$ cat config.mk
export PLATFORM = sky130hd
export DESIGN_NAME = utf8_word_vowel_counter_unit
export DESIGN_NICKNAME = d
export VERILOG_FILES = /design/src/hw/rtl/uwvc_pkg.sv /design/src/hw/rtl/uwvc_front.sv /design/src/hw/rtl/uwvc_tok_fifo.sv /design/src/hw/rtl/uwvc_back.sv /design/src/hw/rtl/utf8_word_vowel_counter_unit.sv
export SDC_FILE = /design/constraint.sdc
export NUM_CORES = 1
export LEC_CHECK = 0
export ABC_AREA = 1
export BUFFER_PORTS_ARGS = -buffer_cell sky130_fd_sc_hd__buf_2
export CAP_MARGIN = 20
export CELL_PAD_IN_SITES_DETAIL_PLACEMENT = 2
export CELL_PAD_IN_SITES_GLOBAL_PLACEMENT = 2
export CORE_AREA = 2 2 272 274
export CTS_BUF_LIST = sky130_fd_sc_hd__clkbuf_2 sky130_fd_sc_hd__clkbuf_4 sky130_fd_sc_hd__clkbuf_8
export DETAILED_ROUTE_END_ITERATION = 7
export DIE_AREA = 0 0 274 276
export PLACE_DENSITY = 0.82
export SLEW_MARGIN = 0
export SYNTH_ARGS = -nofsm -noshare
export SYNTH_HDL_FRONTEND = slang
export SYNTH_SLANG_ARGS = --single-unit
$ cat constraint.sdc
create_clock -name clk -period 9.4 [get_ports clk]
set_input_delay 0.47 -clock clk [delete_from_list [all_inputs] [get_ports clk]]
set_output_delay 0.47 -clock clk [all_outputs]
set_load 0.01 [all_outputs]
$ cat src/hw/rtl/uwvc_pkg.sv
// uwvc_pkg: shared types, constants and character functions for the utf-8 word/vowel counter
// used by uwvc_front, uwvc_tok_fifo, uwvc_back and utf8_word_vowel_counter_unit
// no dependencies
package uwvc_pkg;

  localparam int COUNT_WIDTH_DEF = 32;
  localparam int OUT_W           = 32;
  localparam int VOWEL_CNT       = 6;

  localparam logic [7:0] CH_NONWORD = 8'h00;
  localparam logic [7:0] CH_SPACE   = 8'h20;
  localparam logic [7:0] CH_APOS    = 8'h27;
  localparam logic [7:0] CH_LOW_A   = 8'h61;
  localparam logic [7:0] CH_LOW_C   = 8'h63;
  localparam logic [7:0] CH_LOW_E   = 8'h65;
  localparam logic [7:0] CH_LOW_I   = 8'h69;
  localparam logic [7:0] CH_LOW_O   = 8'h6F;
  localparam logic [7:0] CH_LOW_U   = 8'h75;
  localparam logic [7:0] CH_LOW_Y   = 8'h79;
  localparam logic [7:0] CASE_BIT   = 8'h20;
  localparam logic [7:0] CASE_MASK  = 8'hDF;
  localparam logic [7:0] LEAD_LATIN = 8'hC3;
  localparam logic [7:0] LEAD_PUNCT = 8'hC2;
  localparam logic [7:0] GUIL_LEFT  = 8'hAB;
  localparam logic [7:0] GUIL_RIGHT = 8'hBB;
  localparam logic [7:0] QUOTE_LO   = 8'h98;
  localparam logic [7:0] QUOTE_HI   = 8'h99;

  typedef enum logic [1:0] {
    ERR_NONE  = 2'd0,
    ERR_LEAD  = 2'd1,
    ERR_TRUNC = 2'd2
  } err_t;

  // one decoded byte as seen by the counting side
  typedef struct packed {
    logic                 take;   // a character completed on this byte
    logic                 alnum;
    logic                 apos;
    logic [VOWEL_CNT-1:0] vowel;  // bit 0 a .. bit 5 y
    err_t                 err;
    logic                 eos;
  } token_t;

  typedef struct packed {
    logic                 alnum;
    logic                 apos;
    logic [VOWEL_CNT-1:0] vowel;
  } char_class_t;

  // continuation bytes still expected after a lead byte
  function automatic logic [1:0] seq_rest(input logic [7:0] lead);
    logic [1:0] r;
    if (lead[7:5] == 3'b110) begin
      r = 2'd1;
    end else if (lead[7:4] == 4'b1110) begin
      r = 2'd2;
    end else begin
      r = 2'd3;
    end
    return r;
  endfunction

  function automatic logic is_lead(input logic [7:0] b);
    return (b[7:5] == 3'b110) || (b[7:4] == 4'b1110) || (b[7:3] == 5'b11110);
  endfunction

  // fold a two-byte character to ascii, nonword when unknown
  function automatic logic [7:0] fold_two(input logic [7:0] lead, input logic [7:0] sec);
    logic [7:0] s;
    logic [7:0] r;
    s = sec & CASE_MASK;
    r = CH_NONWORD;
    if (lead == LEAD_LATIN) begin
      if (s inside {[8'h80:8'h83]}) begin
        r = CH_LOW_A;
      end else if (s inside {[8'h88:8'h8A]}) begin
        r = CH_LOW_E;
      end else if (s inside {8'h8C, 8'h8D}) begin
        r = CH_LOW_I;
      end else if (s inside {[8'h92:8'h95]}) begin
        r = CH_LOW_O;
      end else if (s inside {8'h99, 8'h9A}) begin
        r = CH_LOW_U;
      end else if (s == 8'h87) begin
        r = CH_LOW_C;
      end
    end else if (lead == LEAD_PUNCT && (sec inside {GUIL_LEFT, GUIL_RIGHT})) begin
      r = CH_SPACE;
    end
    return r;
  endfunction

  function automatic char_class_t classify(input logic [7:0] ch);
    char_class_t c;
    c.alnum    = (ch inside {[8'h30:8'h39], [8'h61:8'h7A]});
    c.apos     = (ch == CH_APOS);
    c.vowel[0] = (ch == CH_LOW_A);
    c.vowel[1] = (ch == CH_LOW_E);
    c.vowel[2] = (ch == CH_LOW_I);
    c.vowel[3] = (ch == CH_LOW_O);
    c.vowel[4] = (ch == CH_LOW_U);
    c.vowel[5] = (ch == CH_LOW_Y);
    return c;
  endfunction

endpackage

$ cat src/hw/rtl/uwvc_front.sv
// uwvc_front: utf-8 byte decoder, groups bytes into characters and classifies them
// depends on uwvc_pkg
module uwvc_front (
  input  logic              clk,
  input  logic              rst_n,
  input  logic              acc,       // byte accepted this cycle
  input  logic [7:0]        data_byte,
  input  logic              eos,
  output uwvc_pkg::token_t  tok
);

  logic [1:0]     pending_r, pending_nxt;
  logic [7:0]     lead_r, lead_nxt;
  logic           tq_r, tq_nxt;
  uwvc_pkg::err_t err_r, err_nxt;

  logic [7:0]            ch;
  logic                  take;
  logic [1:0]            rest;
  uwvc_pkg::char_class_t cls;

  always_comb begin
    pending_nxt = pending_r;
    lead_nxt    = lead_r;
    tq_nxt      = tq_r;
    err_nxt     = err_r;
    take        = 1'b0;
    ch          = uwvc_pkg::CH_NONWORD;
    rest        = uwvc_pkg::seq_rest(lead_r);
    if (acc && err_r == uwvc_pkg::ERR_NONE) begin
      if (pending_r == 2'd0) begin
        if (!data_byte[7]) begin
          take = 1'b1;
          ch   = (data_byte inside {[8'h41:8'h5A]}) ? (data_byte | uwvc_pkg::CASE_BIT)
                                                    : data_byte;
        end else if (uwvc_pkg::is_lead(data_byte)) begin
          lead_nxt    = data_byte;
          pending_nxt = uwvc_pkg::seq_rest(data_byte);
          tq_nxt      = 1'b0;
        end else begin
          err_nxt = uwvc_pkg::ERR_LEAD;
        end
      end else begin
        // a two-byte character completes on its second byte, so it is folded directly
        if (pending_r == rest - 2'd1) begin
          tq_nxt = (data_byte == uwvc_pkg::QUOTE_LO) || (data_byte == uwvc_pkg::QUOTE_HI);
        end
        pending_nxt = pending_r - 2'd1;
        if (pending_r == 2'd1) begin
          take = 1'b1;
          if (rest == 2'd1) begin
            ch = uwvc_pkg::fold_two(lead_r, data_byte);
          end else begin
            ch = tq_nxt ? uwvc_pkg::CH_APOS : uwvc_pkg::CH_NONWORD;
          end
        end
      end
      if (eos && err_nxt == uwvc_pkg::ERR_NONE && pending_nxt != 2'd0) begin
        err_nxt = uwvc_pkg::ERR_TRUNC;
      end
    end
  end

  always_comb begin
    cls       = uwvc_pkg::classify(ch);
    tok.take  = take;
    tok.alnum = cls.alnum;
    tok.apos  = cls.apos;
    tok.vowel = cls.vowel;
    tok.err   = err_nxt;
    tok.eos   = eos;
  end

  always_ff @(posedge clk) begin
    if (!rst_n || (acc && eos)) begin
      pending_r <= 2'd0;
      lead_r    <= 8'h00;
      tq_r      <= 1'b0;
      err_r     <= uwvc_pkg::ERR_NONE;
    end else if (acc) begin
      pending_r <= pending_nxt;
      lead_r    <= lead_nxt;
      tq_r      <= tq_nxt;
      err_r     <= err_nxt;
    end
  end

  // an erroneous byte never completes a character
  a_err_no_take: assert property (@(posedge clk) disable iff (!rst_n)
    acc && tok.err != uwvc_pkg::ERR_NONE |-> !tok.take)
    else $error("character taken on an erroneous byte");

  // end of text puts the decoder back to its start state
  a_eos_clears: assert property (@(posedge clk) disable iff (!rst_n)
    acc && eos |=> pending_r == 2'd0 && err_r == uwvc_pkg::ERR_NONE)
    else $error("decoder not cleared after end of text");

endmodule

$ cat src/hw/rtl/uwvc_tok_fifo.sv
// uwvc_tok_fifo: two-entry queue of decoded tokens between decoder and counters
// depends on uwvc_pkg
module uwvc_tok_fifo (
  input  logic             clk,
  input  logic             rst_n,
  input  logic             push,
  input  uwvc_pkg::token_t wdata,
  output logic             full,
  input  logic             pop,
  output uwvc_pkg::token_t rdata,
  output logic             empty
);

  uwvc_pkg::token_t mem_r [2];
  logic             wr_ptr_r, rd_ptr_r;
  logic [1:0]       cnt_r, cnt_nxt;

  assign full  = (cnt_r == 2'd2);
  assign empty = (cnt_r == 2'd0);
  assign rdata = mem_r[rd_ptr_r];

  always_comb begin
    cnt_nxt = cnt_r + {1'b0, push} - {1'b0, pop};
  end

  always_ff @(posedge clk) begin
    if (push) begin
      mem_r[wr_ptr_r] <= wdata;
    end
  end

  always_ff @(posedge clk) begin
    if (!rst_n) begin
      wr_ptr_r <= 1'b0;
      rd_ptr_r <= 1'b0;
      cnt_r    <= 2'd0;
    end else begin
      if (push) begin
        wr_ptr_r <= ~wr_ptr_r;
      end
      if (pop) begin
        rd_ptr_r <= ~rd_ptr_r;
      end
      cnt_r <= cnt_nxt;
    end
  end

  // fill level agrees with pointer distance
  a_fill_ptrs: assert property (@(posedge clk) disable iff (!rst_n)
    cnt_r <= 2'd2 && ((wr_ptr_r ^ rd_ptr_r) == cnt_r[0]))
    else $error("token queue fill level out of step with pointers");

endmodule

$ cat src/hw/rtl/uwvc_back.sv
// uwvc_back: word tracking, saturating word and vowel counters and the result register
// depends on uwvc_pkg
module uwvc_back #(
  parameter int COUNT_WIDTH = uwvc_pkg::COUNT_WIDTH_DEF
) (
  input  logic                      clk,
  input  logic                      rst_n,
  input  uwvc_pkg::token_t          tok,
  input  logic                      tok_valid,
  output logic                      tok_pop,
  output logic                      res_valid,
  input  logic                      res_pop,
  output logic [uwvc_pkg::OUT_W-1:0] res_cnt [uwvc_pkg::VOWEL_CNT+1],
  output uwvc_pkg::err_t            res_err,
  output logic                      res_eos
);

  localparam int NC = uwvc_pkg::VOWEL_CNT + 1;  // word counter first, then vowels
  localparam int OW = uwvc_pkg::OUT_W;

  logic [COUNT_WIDTH-1:0]         cnt_r   [NC];
  logic [COUNT_WIDTH-1:0]         cnt_upd [NC];
  logic [OW-1:0]                  clip    [NC];
  logic [OW-1:0]                  res_r   [NC];
  logic [uwvc_pkg::VOWEL_CNT-1:0] flags_r, flags_upd, base;
  logic                           in_word_r, in_word_upd, wordch;
  logic                           valid_r;
  uwvc_pkg::err_t                 err_r;
  logic                           eos_r;

  function automatic logic [COUNT_WIDTH-1:0] sat_inc(input logic [COUNT_WIDTH-1:0] v);
    return (&v) ? v : v + COUNT_WIDTH'(1);
  endfunction

  assign tok_pop = tok_valid && (!valid_r || res_pop);

  always_comb begin
    cnt_upd     = cnt_r;
    flags_upd   = flags_r;
    in_word_upd = in_word_r;
    base        = flags_r;
    wordch      = tok.alnum || (tok.apos && in_word_r);
    if (tok.take) begin
      if (!wordch) begin
        in_word_upd = 1'b0;
      end else begin
        if (!in_word_r) begin
          base        = '0;
          in_word_upd = 1'b1;
          cnt_upd[0]  = sat_inc(cnt_r[0]);
        end
        for (int k = 0; k < uwvc_pkg::VOWEL_CNT; k++) begin
          if (tok.vowel[k] && !base[k]) begin
            base[k]      = 1'b1;
            cnt_upd[k+1] = sat_inc(cnt_r[k+1]);
          end
        end
        flags_upd = base;
      end
    end
  end

  // clip each counter to the 32-bit result field
  for (genvar g = 0; g < NC; g++) begin : g_clip
    if (COUNT_WIDTH > OW) begin : g_wide
      assign clip[g] = (|cnt_upd[g][COUNT_WIDTH-1:OW]) ? {OW{1'b1}} : cnt_upd[g][OW-1:0];
    end else if (COUNT_WIDTH == OW) begin : g_same
      assign clip[g] = cnt_upd[g];
    end else begin : g_narrow
      assign clip[g] = {{(OW-COUNT_WIDTH){1'b0}}, cnt_upd[g]};
    end
  end

  always_ff @(posedge clk) begin
    if (!rst_n || (tok_pop && tok.eos)) begin
      for (int k = 0; k < NC; k++) begin
        cnt_r[k] <= '0;
      end
      flags_r   <= '0;
      in_word_r <= 1'b0;
    end else if (tok_pop) begin
      cnt_r     <= cnt_upd;
      flags_r   <= flags_upd;
      in_word_r <= in_word_upd;
    end
  end

  always_ff @(posedge clk) begin
    if (!rst_n) begin
      valid_r <= 1'b0;
    end else if (tok_pop) begin
      valid_r <= 1'b1;
    end else if (res_pop) begin
      valid_r <= 1'b0;
    end
  end

  always_ff @(posedge clk) begin
    if (tok_pop) begin
      res_r <= clip;
      err_r <= tok.err;
      eos_r <= tok.eos;
    end
  end

  assign res_valid = valid_r;
  assign res_cnt   = res_r;
  assign res_err   = err_r;
  assign res_eos   = eos_r;

  // no vowel count can pass the word count
  a_vowel_le_word: assert property (@(posedge clk) disable iff (!rst_n)
    valid_r |-> res_r[1] <= res_r[0] && res_r[2] <= res_r[0] && res_r[3] <= res_r[0] &&
                res_r[4] <= res_r[0] && res_r[5] <= res_r[0] && res_r[6] <= res_r[0])
    else $error("vowel word count above word count");

endmodule

$ cat src/hw/rtl/utf8_word_vowel_counter_unit.sv
// utf8_word_vowel_counter_unit: counts words and words holding a, e, i, o, u, y in utf-8 text
// path: a byte's token is stored in the token queue, then its totals in the result register
// a new byte is taken while earlier results wait, until the token queue is full
// reset: rst_n low clears decoder, token queue, counters and result valid
// depends on uwvc_pkg, uwvc_front, uwvc_tok_fifo, uwvc_back
module utf8_word_vowel_counter_unit #(
  parameter int COUNT_WIDTH = uwvc_pkg::COUNT_WIDTH_DEF
) (
  input  logic        clk,
  input  logic        rst_n,
  // input queue side: one text byte per push
  input  logic [7:0]  in_data_byte,
  input  logic        in_end_of_stream,
  input  logic        in_push,
  output logic        in_full,
  // result queue side: running totals after each byte
  output logic [31:0] out_word_total,
  output logic [31:0] out_words_with_a,
  output logic [31:0] out_words_with_e,
  output logic [31:0] out_words_with_i,
  output logic [31:0] out_words_with_o,
  output logic [31:0] out_words_with_u,
  output logic [31:0] out_words_with_y,
  output logic [1:0]  out_error_code,
  output logic        out_stream_done,
  output logic        out_empty,
  input  logic        out_pop
);

  // front end: decodes utf-8 and hands one token per byte to the queue
  // back end: keeps per-word vowel flags and the saturating counters
  uwvc_pkg::token_t         tok_in, tok_out;
  logic                     in_acc;
  logic                     q_empty, q_pop;
  logic                     res_valid;
  logic [uwvc_pkg::OUT_W-1:0] res_cnt [uwvc_pkg::VOWEL_CNT+1];
  uwvc_pkg::err_t           res_err;

  // the queue being full is the only input stall
  assign in_acc = in_push && !in_full;

  uwvc_front u_front (
    .clk       (clk),
    .rst_n     (rst_n),
    .acc       (in_acc),
    .data_byte (in_data_byte),
    .eos       (in_end_of_stream),
    .tok       (tok_in)
  );

  // two entries so the decoder keeps going while a result waits
  uwvc_tok_fifo u_fifo (
    .clk   (clk),
    .rst_n (rst_n),
    .push  (in_acc),
    .wdata (tok_in),
    .full  (in_full),
    .pop   (q_pop),
    .rdata (tok_out),
    .empty (q_empty)
  );

  // result register acts as the output stage; it reloads in the cycle it is popped when a token waits
  uwvc_back #(
    .COUNT_WIDTH (COUNT_WIDTH)
  ) u_back (
    .clk       (clk),
    .rst_n     (rst_n),
    .tok       (tok_out),
    .tok_valid (!q_empty),
    .tok_pop   (q_pop),
    .res_valid (res_valid),
    .res_pop   (out_pop),
    .res_cnt   (res_cnt),
    .res_err   (res_err),
    .res_eos   (out_stream_done)
  );

  assign out_empty        = !res_valid;
  assign out_word_total   = res_cnt[0];
  assign out_words_with_a = res_cnt[1];
  assign out_words_with_e = res_cnt[2];
  assign out_words_with_i = res_cnt[3];
  assign out_words_with_o = res_cnt[4];
  assign out_words_with_u = res_cnt[5];
  assign out_words_with_y = res_cnt[6];
  assign out_error_code   = res_err;

endmodule

; ---- Word level (Yosys, flattened, before mapping)
; Memories as Yosys holds them, arrays and structs flattened. A register that Yosys moved wholly into a read port is not among the register bits.
; Cells that the tools add are included.
[word_totals]
regBits = 476
latch_bits = 0
ramBits = 24
romBits = 0
in_bits = 13
out_inout_bits = 229
wordCells = 212
memories = 1
[classes]
add_sub_neg = 11
n_mul = 0
div = 0
magnitude_cmp = 12
eq_ne = 29
n_shift = 0
muxes = 71
bitwise_logic = 2
n_reduce_logical = 60
[mem_list]
columns = name, depth, width, read_ports, rd_clocked_by_memory_dff, write_ports, line
row1 = u_fifo.mem_r, 2, 12, 1, 1, 1, uwvc_tok_fifo.sv:14  ; uwvc_pkg::token_t mem_r [2];
[op_table]
columns = operator, n
row1 = two-way mux 224 bit, 2
row2 = two-way mux 32 bit, 14
row3 = adder 32 x 1 -> 32 bit (second input constant), 7
row4 = AND reduction 32 bit, 7
row5 = two-way mux 8 bit, 10
row6 = == test 8 x 7 -> 1 bit (second input constant), 6
row7 = == test 8 bit (second input constant), 6
row8 = two-way mux 6 bit, 6
row9 = == test 7 bit (second input constant), 5
row10 = two-way mux 1 bit, 25
row11 = greater-or-equal comparator 8 bit (second input constant), 3
row12 = <= comparator 8 bit (second input constant), 3
row13 = two-way mux 2 bit, 12
row14 = logical AND 1 bit, 21
row15 = greater-or-equal comparator 8 x 7 -> 1 bit (second input constant), 2
row16 = <= comparator 8 x 7 -> 1 bit (second input constant), 2
row17 = two-way mux 7 bit, 2
row18 = nonzero test 2 bit, 6
row19 = zero test 1 bit, 10
row20 = == test 4 bit (second input constant), 2
row21 = == test 8 x 6 -> 1 bit (second input constant), 1
row22 = greater-or-equal comparator 8 x 6 -> 1 bit (second input constant), 1
row23 = <= comparator 8 x 6 -> 1 bit (second input constant), 1
row24 = zero test 2 bit, 4
row25 = other kinds (15), 27

; ---- Depth between registers and ports, before layout
[depth]
word_depth = 16
mapped_depth = 17
depth_no_buf = 17

; ---- Hierarchy
; From an unflattened synthesis, not the netlist that was laid out.
[unflattened]
hier_cells = 3491
area_unflattened_um2 = 26342.8
[by_module_without_submodules]
columns = mod, instances, cells_each, area_per_inst_um2, seq_area_each_um2
row1 = uwvc_back, 1, 3194, 23914.2, 11461.0
row2 = uwvc_front, 1, 223, 1281.2, 260.2
row3 = uwvc_tok_fifo, 1, 70, 1129.8, 820.8
row4 = utf8_word_vowel_counter_unit, 1, 4, 17.5, 0.0

; ---- Worst setup path after synthesis
; No wires, ideal clock.
[synth_timing]
path_type = input-to-reg
from = in out_pop
to = reg u_fifo.cnt_r[1]
setup_ns = 0.070
arrival_time_ns = 8.900
required_ns = 9.330
slack_ns = 0.431
stages = 10
n_path_buf = 2
path_cell_list = nor2_1 a21oi_1 clkbuf_1 clkbuf_1 ha_1 inv_1 ha_1 xor2_1 o21ai_0 a21oi_1
[synth_between]
elab_chain_len = 3
[synth_lines]
columns = item, line
row1 = "start, declared", utf8_word_vowel_counter_unit.sv:27  ; input logic out_pop
row2 = logical OR 1 bit, uwvc_back.sv:35  ; assign tok_pop = tok_valid && (!valid_r || res_pop);
row3 = logical AND 1 bit, uwvc_back.sv:35
row4 = named net q_pop, utf8_word_vowel_counter_unit.sv:34  ; logic q_empty, q_pop;
row5 = subtractor 2 x 1 -> 2 bit, uwvc_tok_fifo.sv:23  ; cnt_nxt = cnt_r + {1'b0, push} - {1'b0, pop};
row6 = "end signal, assigned", uwvc_tok_fifo.sv:44  ; cnt_r <= cnt_nxt;
row7 = "end, declared", uwvc_tok_fifo.sv:16  ; logic [1:0] cnt_r, cnt_nxt;
; The timed path passes the listed nets, and every way through them passes these cells.
; A chain may end at the register's enable or synchronous reset.

==> results.ini <==
[layout]
num-fill-cells = 8275
utilization = 0.384
regArea_um2 = 12500
layout_commonest_cell = inv_1
drive_gt1_frac = 0.146
area_growth_pct = 17.1
multiInputGateArea_um2 = 8860
nets = 3146
mostFrequentLayoutCells = inv_1, nand2_1, nor2_1

[power]
irDropWorstVdd_mv = 0.212
leakagePower_nw = 12.8
power_mw = 9.75
p_per_area_nw_per_um2 = 350

[die]
start_util = 0.328
row_count = 99
io-pin-count = 242
die_area_um2 = 75600
die_h_um = 276
die_w_um = 274
core_area_um2 = 72600

[timing]
setup_ws_ns = 5.67
clock.fmax_mhz = 268
fin_skew_ns = 0.0426
rsz0062_at_grt = false
period_needed_ns = 3.73
slew_headroom = 0.271
post-route-period-util = 0.396
worst_pin_slew_ns = 1.09
final-setup-viol-count = 0
tns_ns = 0
slew_viol_final = 0
holdWs_ns = 0.100
hold_violations = 0

[setup_path]
crit_family = buffers and inverters
required_ns = 9.95
cp_slowest_stage_delay_ns = 0.83
cp.arrival_ns = 4.28
r2r-end = u_back.cnt_r[28]
crit_buf_inv = 3
critical_path_class = flop to flop
reg2reg_depth = 8
rrSetupSlack_ns = 5.67
crit_chain = mux2_1 -> nand2_1 -> nand2_4 -> buf_4 -> buf_4 -> a21oi_1 -> o21ai_0 -> inv_1
end_kind = flop
cp_max_fo = 67
crit_path_top_delay_cell = dfxtp_1
critPathLaunchType = flop
path_depth = 8
crit_top_cell = buf_4
cp-endpoint = u_back.cnt_r[28]

[cts]
post_cts_buffers = 0
cts_root_buf = clkbuf_8
cts_tree = built
clock_path_buffers = 3
cts.sinks = 501
path_clk_slew_ns = 0.07
clk_latency_ns = 0.70
numCtsBuffers = 92
cts_htree_levels = 3

[logic_synthesis]
yosys_warnings = 0
ys_types = 52
synth_nets = 2886
synth_seq_cells = 501
synth_xor_area_frac = 0.0688
synth-simple-area-share = 0.195
syn_area_um2 = 23800
synth-compound-area-share = 0.101
synth_top_family_by_area = simple AND/OR/NAND/NOR gates
synth-edff-count = 251
syn_area_per_cell_um2 = 8.31
ys.flop_type = edfxtp_1
synthMuxAreaShare = 0.00231
ys_seq_area_frac = 0.527
synth_cells = 2864
async_flop_share = 0
synth_fa_ha_area_frac = 0.00473

[placed_design]
gp_congestion = 0.842
portBuffers = 241
dp_hpwl_mm = 56.2
post-place-ws_ns = 5.63

[routing]
wirelength_mm = 80.5
via_count = 20500
ant_nets = 0
post-route-drc-count = 0
drtPass1Iterations = 5
vias_per_cell = 4.92
drtIter0Drc = 898
routedWlPerCell_um = 19.3

[outcome]
status = finished, final reports clean

[worst_hold_path]
hold_class = primary input to flop
min_path_cells = 3
worstHoldStart = in_data_byte[5]

[global_routing]
use_met1 = 0.252
gr-max-usage-layer = met2
grt_pass1_wl_mm = 128
antenna_found_initial = 2
grt-ovfl-total = 0
grt_usage = 0.211
grt_start_max_net_pins = 199
gr-usage-met3 = 0.0358
use_met2 = 0.375
grt_pass1_vias = 23300

[job]
drv_cap = 0

-- worst min-delay path by stage --
stage | end | slack [ns]
6_report | u_front.lead_r[5] | 0.10
4_1_cts | u_fifo.cnt_r[0] | 0.03
3_3_place_gp | u_fifo.cnt_r[1] | 0.43
3_5_place_dp | flop | 0.45
2_1_floorplan | u_fifo.cnt_r[1] | 0.42
5_1_grt | u_front.lead_r[5] | 0.07
-- final cells by class --
type | count | share of cell area
multi-input cells | 1732 | 0.318
repair buffers | 254 | 0.0473
clock inverters | 43 | 0.0111
well taps | 959 | 0.0430
inverters | 543 | 0.0733
diodes | 1 | 0.0000898
clock buffers | 129 | 0.0574
flip-flops and latches | 501 | 0.450
-- per-layer routing --
metal  part of all wire  up-vias
li1                   -     9728
met1               0.43    10300
met2               0.50      327
met3              0.033      172
met4              0.039        0
met5                  0        -
-- stage by stage --
stage | std cells | instance area (um2)
after floorplan | 2864 | 23800
after global placement | 3986 | 25900
after detailed placement | 3986 | 25900
after CTS | 4159 | 27900
after global routing | 4162 | 27900
final | 4162 | 27900
-- sequential cells by signal, indices dropped and copies added, names as in the netlist, named ones only --
| signal | flops |
|---|---|
| u_front.lead_r | 8 |
| u_fifo.wr_ptr_r | 1 |
| u_front.err_r | 2 |
| u_back.res_valid | 1 |
| u_back.flags_r | 6 |
| u_back.cnt_r | 224 |
| u_back.res_cnt | 224 |
| u_fifo.cnt_r | 2 |
| u_back.res_eos | 1 |
| u_fifo.mem_r | 24 |
| u_front.pending_r | 2 |
| u_back.in_word_r | 1 |
| u_back.res_err | 2 |
| u_fifo.rd_ptr_r | 1 |
| u_front.tq_r | 1 |
-- power by group --
group | switching, mW | internal [mW]
combinational | 2.37 | 0.959
sequential | 0.718 | 3.52
clock | 0.993 | 1.19
total | 4.08 | 5.67
-- worst reg2reg max path, delay by kind of cell, from the launching register on --
family	cells	cell delay (ns)
mux	1	0.28
flops	1	0.83
simple gates	2	0.59
compound gates	2	0.33
buf+inv	3	1.57
-- synth_stat cells, types with 4 or more instances --
| cell | number | area share |
|---|---|---|
| a211oi_1 | 6 | 0.0019 |
| or2_2 | 6 | 0.0016 |
| xor2_1 | 174 | 0.064 |
| ha_1 | 9 | 0.0047 |
| dfxtp_1 | 250 | 0.21 |
| nor3_2 | 9 | 0.0038 |
| nand4_1 | 62 | 0.016 |
| o21ai_0 | 223 | 0.047 |
| a31oi_1 | 4 | 0.0011 |
| inv_2 | 8 | 0.0013 |
| nand2_1 | 446 | 0.070 |
| a21oi_1 | 189 | 0.040 |
| buf_1 | 8 | 0.0013 |
| clkbuf_1 | 68 | 0.011 |
| edfxtp_1 | 251 | 0.32 |
| xnor2_1 | 13 | 0.0048 |
| nand3_1 | 127 | 0.027 |
| inv_1 | 534 | 0.084 |
| nor2_2 | 11 | 0.0029 |
| nor2_1 | 311 | 0.049 |
| nor3_1 | 62 | 0.013 |
| nand2_2 | 7 | 0.0018 |
| nor4_1 | 8 | 0.0021 |
| o21ai_1 | 23 | 0.0048 |
| o211ai_1 | 5 | 0.0016 |
| buf_4 | 5 | 0.0016 |
| buf_2 | 4 | 0.00084 |
-- timing repair --
action | CTS | global route
resized for setup | 0 | 0
hold buffers | 1 | 0
endpoints found under the hold margin | 2 | 0
-- cell families after synthesis --
family / Yosys count
buffers and inverters: 631
flip-flops: 501
multiplexers: 5
XOR/XNOR: 187
adder cells (fa/ha/maj): 9
AND/OR/NAND/NOR: 1067
AO/OA/AOI/OAI: 464
No activity file was read; power rests on OpenSTA's default activity.
